File: src/hdl/isrt_pkg.sv
// isrt_pkg: shared constants and types of the insertion sort engine
// used by isrt_cell and insertion_sort_engine; no dependencies
package isrt_pkg;

   localparam int SET_DEPTH = 16;
   localparam int DATA_W    = 32;
   localparam int CNT_W     = $clog2(SET_DEPTH + 1);

   // what a cell shows its neighbors
   typedef struct packed {
      logic [DATA_W-1:0] value;
      logic              valid;
      logic              gt;
   } cell_link_type;

   // command to every cell of the chain at once
   typedef struct packed {
      logic insert;
      logic shift_out;
   } cell_ctrl_type;

endpackage

File: src/hdl/isrt_cell.sv
// isrt_cell: one compare-and-shift cell of the sorting chain
// depends on isrt_pkg for link and control types
module isrt_cell (
   input  logic                        clock,
   input  logic                        reset,
   input  isrt_pkg::cell_ctrl_type     ctrl,
   input  logic [isrt_pkg::DATA_W-1:0] new_value,
   input  isrt_pkg::cell_link_type     left,
   input  isrt_pkg::cell_link_type     right,
   output isrt_pkg::cell_link_type     link
);

   logic [isrt_pkg::DATA_W-1:0] value_ff, value_in;
   logic                        valid_ff, valid_in;
   logic                        gt;

   // equal values are not greater, so a new value lands behind them
   assign gt = valid_ff && ($signed(value_ff) > $signed(new_value));

   always_comb begin
      value_in = value_ff;
      valid_in = valid_ff;
      if (ctrl.shift_out) begin
         value_in = right.value;
         valid_in = right.valid;
      end else if (ctrl.insert && (gt || !valid_ff)) begin
         if (left.gt) begin
            value_in = left.value;
            valid_in = 1'b1;
         end else if (left.valid) begin
            value_in = new_value;
            valid_in = 1'b1;
         end
      end
   end

   always_ff @(posedge clock) begin
      value_ff <= value_in;
      if (reset) begin
         valid_ff <= 1'b0;
      end else begin
         valid_ff <= valid_in;
      end
   end

   assign link.value = value_ff;
   assign link.valid = valid_ff;
   assign link.gt    = gt;

endmodule

File: src/hdl/insertion_sort_engine.sv
// insertion_sort_engine: stable ascending sorter built from a chain of isrt_cell
// depends on isrt_pkg and isrt_cell
//
//   channel  direction  ports                                            beat
//   req      in         req_valid req_ready req_value req_end_of_set     one element
//   rsp      out        rsp_valid rsp_ready rsp_sorted_value
//                       rsp_final_res rsp_overflow                       one sorted element
//
// while filling, one element is inserted per cycle: all cells compare at once and shift right
// a set drains at full rsp rate, the chain shifting toward cell 0
// req_ready is low while a set drains; the next set starts filling right after the final beat
// a stalled rsp beat holds in the output register and freezes the drain
// reset empties every cell at once, no clearing pass
module insertion_sort_engine (
   input  logic                        clock,
   input  logic                        reset,
   input  logic                        req_valid,
   output logic                        req_ready,
   input  logic [isrt_pkg::DATA_W-1:0] req_value,
   input  logic                        req_end_of_set,
   output logic                        rsp_valid,
   input  logic                        rsp_ready,
   output logic [isrt_pkg::DATA_W-1:0] rsp_sorted_value,
   output logic                        rsp_final_res,
   output logic                        rsp_overflow
);

   typedef enum logic [1:0] {
      ST_FILL  = 2'b01,
      ST_DRAIN = 2'b10
   } state_type;

   state_type                   state_ff, state_in;
   logic [isrt_pkg::CNT_W-1:0]  count_ff, count_in;
   logic                        drop_ff, drop_in;
   logic                        rsp_valid_ff, rsp_valid_in;
   logic [isrt_pkg::DATA_W-1:0] rsp_value_ff, rsp_value_in;
   logic                        rsp_final_ff, rsp_final_in;
   logic                        rsp_ovf_ff, rsp_ovf_in;

   logic                    accept, full, slot_free, shift, last_out;
   isrt_pkg::cell_ctrl_type ctrl;
   isrt_pkg::cell_link_type links [isrt_pkg::SET_DEPTH];
   isrt_pkg::cell_link_type head_link, tail_link;

   assign req_ready = (state_ff == ST_FILL);
   assign accept    = req_valid && req_ready;
   assign full      = (count_ff == isrt_pkg::CNT_W'(isrt_pkg::SET_DEPTH));
   assign slot_free = !rsp_valid_ff || rsp_ready;
   assign shift     = (state_ff == ST_DRAIN) && slot_free;
   assign last_out  = (count_ff == isrt_pkg::CNT_W'(1));

   assign ctrl.insert    = accept && !full;
   assign ctrl.shift_out = shift;

   // boundary in front of cell 0 takes the new value; nothing enters behind the last cell
   assign head_link.value = '0;
   assign head_link.valid = 1'b1;
   assign head_link.gt    = 1'b0;
   assign tail_link.value = '0;
   assign tail_link.valid = 1'b0;
   assign tail_link.gt    = 1'b0;

   for (genvar i = 0; i < isrt_pkg::SET_DEPTH; i++) begin : g_cell
      isrt_cell u_cell (
         .clock     (clock),
         .reset     (reset),
         .ctrl      (ctrl),
         .new_value (req_value),
         .left      ((i == 0) ? head_link : links[(i == 0) ? 0 : i - 1]),
         .right     ((i == isrt_pkg::SET_DEPTH - 1) ? tail_link
                     : links[(i == isrt_pkg::SET_DEPTH - 1) ? i : i + 1]),
         .link      (links[i])
      );
   end

   always_comb begin
      state_in     = state_ff;
      count_in     = count_ff;
      drop_in      = drop_ff;
      rsp_valid_in = rsp_valid_ff;
      rsp_value_in = rsp_value_ff;
      rsp_final_in = rsp_final_ff;
      rsp_ovf_in   = rsp_ovf_ff;

      if (rsp_ready) begin
         rsp_valid_in = 1'b0;
      end

      unique case (state_ff)
         ST_FILL: begin
            if (accept) begin
               if (full) begin
                  drop_in = 1'b1;
               end else begin
                  count_in = count_ff + isrt_pkg::CNT_W'(1);
               end
               if (req_end_of_set) begin
                  state_in = ST_DRAIN;
               end
            end
         end
         ST_DRAIN: begin
            if (shift) begin
               rsp_valid_in = 1'b1;
               rsp_value_in = links[0].value;
               rsp_final_in = last_out;
               rsp_ovf_in   = drop_ff;
               count_in     = count_ff - isrt_pkg::CNT_W'(1);
               if (last_out) begin
                  drop_in  = 1'b0;
                  state_in = ST_FILL;
               end
            end
         end
         default: begin
            state_in = ST_FILL;
         end
      endcase
   end

   always_ff @(posedge clock) begin
      rsp_value_ff <= rsp_value_in;
      rsp_final_ff <= rsp_final_in;
      rsp_ovf_ff   <= rsp_ovf_in;
      if (reset) begin
         state_ff     <= ST_FILL;
         count_ff     <= '0;
         drop_ff      <= 1'b0;
         rsp_valid_ff <= 1'b0;
      end else begin
         state_ff     <= state_in;
         count_ff     <= count_in;
         drop_ff      <= drop_in;
         rsp_valid_ff <= rsp_valid_in;
      end
   end

   assign rsp_valid        = rsp_valid_ff;
   assign rsp_sorted_value = rsp_value_ff;
   assign rsp_final_res    = rsp_final_ff;
   assign rsp_overflow     = rsp_ovf_ff;

`ifndef SYNTHESIS
   a_count_range : assert property (@(posedge clock) disable iff (reset)
      count_ff <= isrt_pkg::CNT_W'(isrt_pkg::SET_DEPTH))
      else $error("held count beyond store depth");

   a_head_matches_count : assert property (@(posedge clock) disable iff (reset)
      (count_ff != '0) == links[0].valid)
      else $error("cell 0 occupancy disagrees with held count");

   a_drain_nonempty : assert property (@(posedge clock) disable iff (reset)
      (state_ff == ST_DRAIN) |-> (count_ff != '0))
      else $error("draining an empty chain");

   // the final beat leaves an empty chain behind it
   a_final_back_to_fill : assert property (@(posedge clock) disable iff (reset)
      (shift && last_out) |=> rsp_valid_ff && rsp_final_ff && (state_ff == ST_FILL)
                              && (count_ff == '0))
      else $error("final beat shown while chain still holds elements");

   a_chain_ordered : assert property (@(posedge clock) disable iff (reset)
      links[1].valid |-> (links[0].valid
                          && ($signed(links[0].value) <= $signed(links[1].value))))
      else $error("front of chain out of order");
`endif

endmodule

File: config.mk
export PLATFORM = sky130hd
export DESIGN_NAME = insertion_sort_engine
export DESIGN_NICKNAME = d
export VERILOG_FILES = /design/src/hdl/isrt_pkg.sv /design/src/hdl/isrt_cell.sv /design/src/hdl/insertion_sort_engine.sv
export SDC_FILE = /design/constraint.sdc
export NUM_CORES = 2
export LEC_CHECK = 0
export BUFFER_PORTS_ARGS = -buffer_cell sky130_fd_sc_hd__buf_2
export CORE_MARGIN = 1.5
export CORE_UTILIZATION = 47
export DETAILED_ROUTE_END_ITERATION = 6
export GPL_ROUTABILITY_DRIVEN = 0
export PLACE_DENSITY = 0.64
export SETUP_SLACK_MARGIN = 0.3
export SLEW_MARGIN = 20
export SYNTH_ARGS = -nofsm -noshare
export SYNTH_HDL_FRONTEND = slang
export SYNTH_SLANG_ARGS = --single-unit
File: constraint.sdc
create_clock -name clock -period 5.77 [get_ports clock]
set_input_delay 0.8655 -clock clock [delete_from_list [all_inputs] [get_ports clock]]
set_output_delay 0.8655 -clock clock [all_outputs]
set_load 0.1 [all_outputs]
==> impl_metrics.ini <==
[min_path]
hold_class = reg -> reg
hold_depth = 0
worstHoldStart = drop_ff$_SDFFE_PP0P_
hold-path-endpoint = rsp_overflow$_DFFE_PP_

[critical_path]
required_ns = 6.23
worstSetupStartpointType = primary input
ff2ff_path_depth = 11
crit_chain = buf_2, inv_1, buf_4, ha_1, nand4_1, nor4_1, buf_4, a21boi_0, o31ai_1, o311ai_0, mux2_2, buf_4, nand3_1, o211ai_1
crit_buf_inv = 5
cp-end-kind = register
r2r_start = g_cell[0].u_cell.value_ff[15]$_DFFE_PP_
cp_common_cell = buf_4
crit_path_top_delay_cell = mux2_2
reg2reg_slack_ns = 1.79
critical_path.top_delay_family = compound AO/OA/AOI/OAI gates
cp.arrival_ns = 4.77
crit_fanout = 50
timing.rr.end = g_cell[1].u_cell.value_ff[7]$_DFFE_PP_
crit_type = in -> reg
max_stage_delay_ns = 0.93
cp.depth = 14

[drt]
drt_pass1_iterations = 7
vias_per_cell = 6.28
wl_mm = 114
routedWlPerCell_um = 22.7
postRouteAntennaNets = 0
drt_iter0_markers = 2530
drc = 2
vias = 31400

[synth]
synth-edff-count = 514
synth_cell_types = 60
ys_warn_count = 0
syn_nets = 4448
postSynthAreaPerCell_sq_um = 9.85
ys_ff_latch = 571
syn-cell-area_sq_um = 38400
synth_ff_type = edfxtp_1
ys_seq_area_share_pct = 43.2
async_reset_ff_share_pct = 0
syn_inst = 3895

[cts]
cts_tree = built
clock_sinks = 571
cts_made_buffers = 71
clk_latency_ns = 0.63
clk_pin_slew_ns = 0.06
cts_resized = 0
hold_buffers = 0
cts_buffer_depth = 3
cts-root-buf = clkbuf_16
htree_num_levels = 3
postCtsSetupRepairBufs = 0

[timing]
setup_viol = 0
fmax_mhz = 232
fin_tns_setup_ns = 0
slew_headroom_pct = 34.2
fin_ws_ns = 1.46
hold_violations = 0
rsz0062_at_grt = no
tightest_slew_ns = 0.987
min_period_over_period_pct = 74.6
layout_min_cycle_time_ns = 4.31
finalClockSkew_ns = 0.0220
slew_viol_final = 0

[layout]
multi_input_area_sq_um = 20700
drive_gt1_share_pct = 7.74
final_common_cell = nand2_1
final_area_sq_um = 42400
regArea_sq_um = 16600
final_cell_mix = nand2_1 (635), ha_1 (516), edfxtp_1 (514)
nets = 4436
final_util_pct = 52.5
nFillCells = 7374
syn2layout_area_growth_pct = 10.5

[floorplanning]
coreArea_sq_um = 80700
fp.dieW_um = 289
io_pins = 73
start_util_pct = 47.6
dieArea_sq_um = 83400
die_y_um = 289
rows = 104

[grt]
grtUsageMet1_pct = 36.1
grt_pass1_vias = 31100
grt_pass1_wl_mm = 178
grt.busiest_layer = met2
grt_util_met2_pct = 46.1
grtUsageTotal_pct = 27.1
overflow = 0
use_met3_pct = 2.79
antenna_found_initial = 1
grt_max_degree = 154

[placement]
dpl_cell_area_sq_um = 40200
port-buffer-count = 72
pre_cts_ws_ns = 0.897
dp_hpwl_mm = 82.9

[power]
total_power_mw = 10.9
irDropWorstVdd_mv = 0.209
power.leakage_nw = 15.4
power.density_nw_per_um2 = 258

[outcome]
status = finished with violations
violations = DRC

[job]
cap_violations = 0
## Yosys cell counts, types with 29 or more instances
library cell | number | area share (%)
a21o_1 | 45 | 0.88
a21oi_1 | 238 | 3.1
buf_2 | 36 | 0.47
clkbuf_1 | 198 | 1.9
dfxtp_1 | 57 | 3.0
edfxtp_1 | 514 | 40
ha_1 | 516 | 17
inv_1 | 71 | 0.69
mux2i_1 | 74 | 1.9
nand2_1 | 636 | 6.2
nand3_1 | 494 | 6.4
nand4_1 | 107 | 1.7
nor2_1 | 51 | 0.50
nor2b_1 | 29 | 0.47
nor3_1 | 41 | 0.53
o211ai_1 | 425 | 8.3
o21ai_0 | 84 | 1.1
o31ai_1 | 36 | 0.70
## where the power goes
part           switching (mW)  total (mW)  internal, mW  leakage [nW]
sequential              0.201        4.98          4.78          5.13
clock                    1.84        4.36          2.53          1.09
combinational           0.935        1.57         0.640          9.16
total                    2.97        10.9          7.95          15.4
## layout make-up
type	instances	share of cell area, %
diodes	1	0.00590
multi-input cells	2999	48.8
clock inverters	19	0.233
clock buffers	111	5.01
repair buffers	168	3.02
well taps	1060	3.13
flip-flops and latches	571	39.1
inverters	72	0.655
## metal layers
layer,part of all wire [%],wire [um]
met5,0,0
met4,2.8,3230
met3,4.9,5550
met2,49,55400
met1,44,49500
## worst max-delay path by stage
stage	from	endpoint	slack, ns
after floorplan	state_ff[0]$_SDFFE_PP1P_	g_cell[8].u_cell.value_ff[0]$_DFFE_PP_	0.97
after global placement	req_value[31]	g_cell[1].u_cell.value_ff[5]$_DFFE_PP_	1.00
after detailed placement	req_value[8]	g_cell[1].u_cell.value_ff[4]$_DFFE_PP_	0.90
after CTS	req_value[8]	g_cell[1].u_cell.value_ff[7]$_DFFE_PP_	1.53
after global routing	req_value[8]	g_cell[1].u_cell.value_ff[8]$_DFFE_PP_	1.20
final	req_value[5]	g_cell[1].u_cell.value_ff[7]$_DFFE_PP_	1.46
## per-stage QoR
stage	hold WS, ns	cells
CTS	0.428	5000
floorplan	0.402	3895
global placement	0.410	4870
global route	0.454	5001
detailed placement	0.415	4870
finish	0.425	5001
## sequential cells by signal, indices dropped and copies added, names as in the netlist
name,count
rsp_final_res,1
rsp_sorted_value,32
count_ff,5
rsp_overflow,1
rsp_valid,1
g_cell.u_cell.value_ff,512
drop_ff,1
state_ff,2
g_cell.u_cell.valid_ff,16
## kinds of logic (layout without fill, tap and decap cells)
group | Yosys count | in the layout | synth area share (%)
flip-flops | 571 | 571 | 43.2
XOR/XNOR | 16 | 16 | 0.365
AO/OA/AOI/OAI | 960 | 960 | 17.0
buffers and inverters | 325 | 370 | 3.35
AND/OR/NAND/NOR | 1428 | 1428 | 17.2
adder cells (fa/ha/maj) | 516 | 516 | 16.8
multiplexers | 79 | 79 | 2.08
other | 0 | 1 | 0
Power figures use the tool's default switching activity.
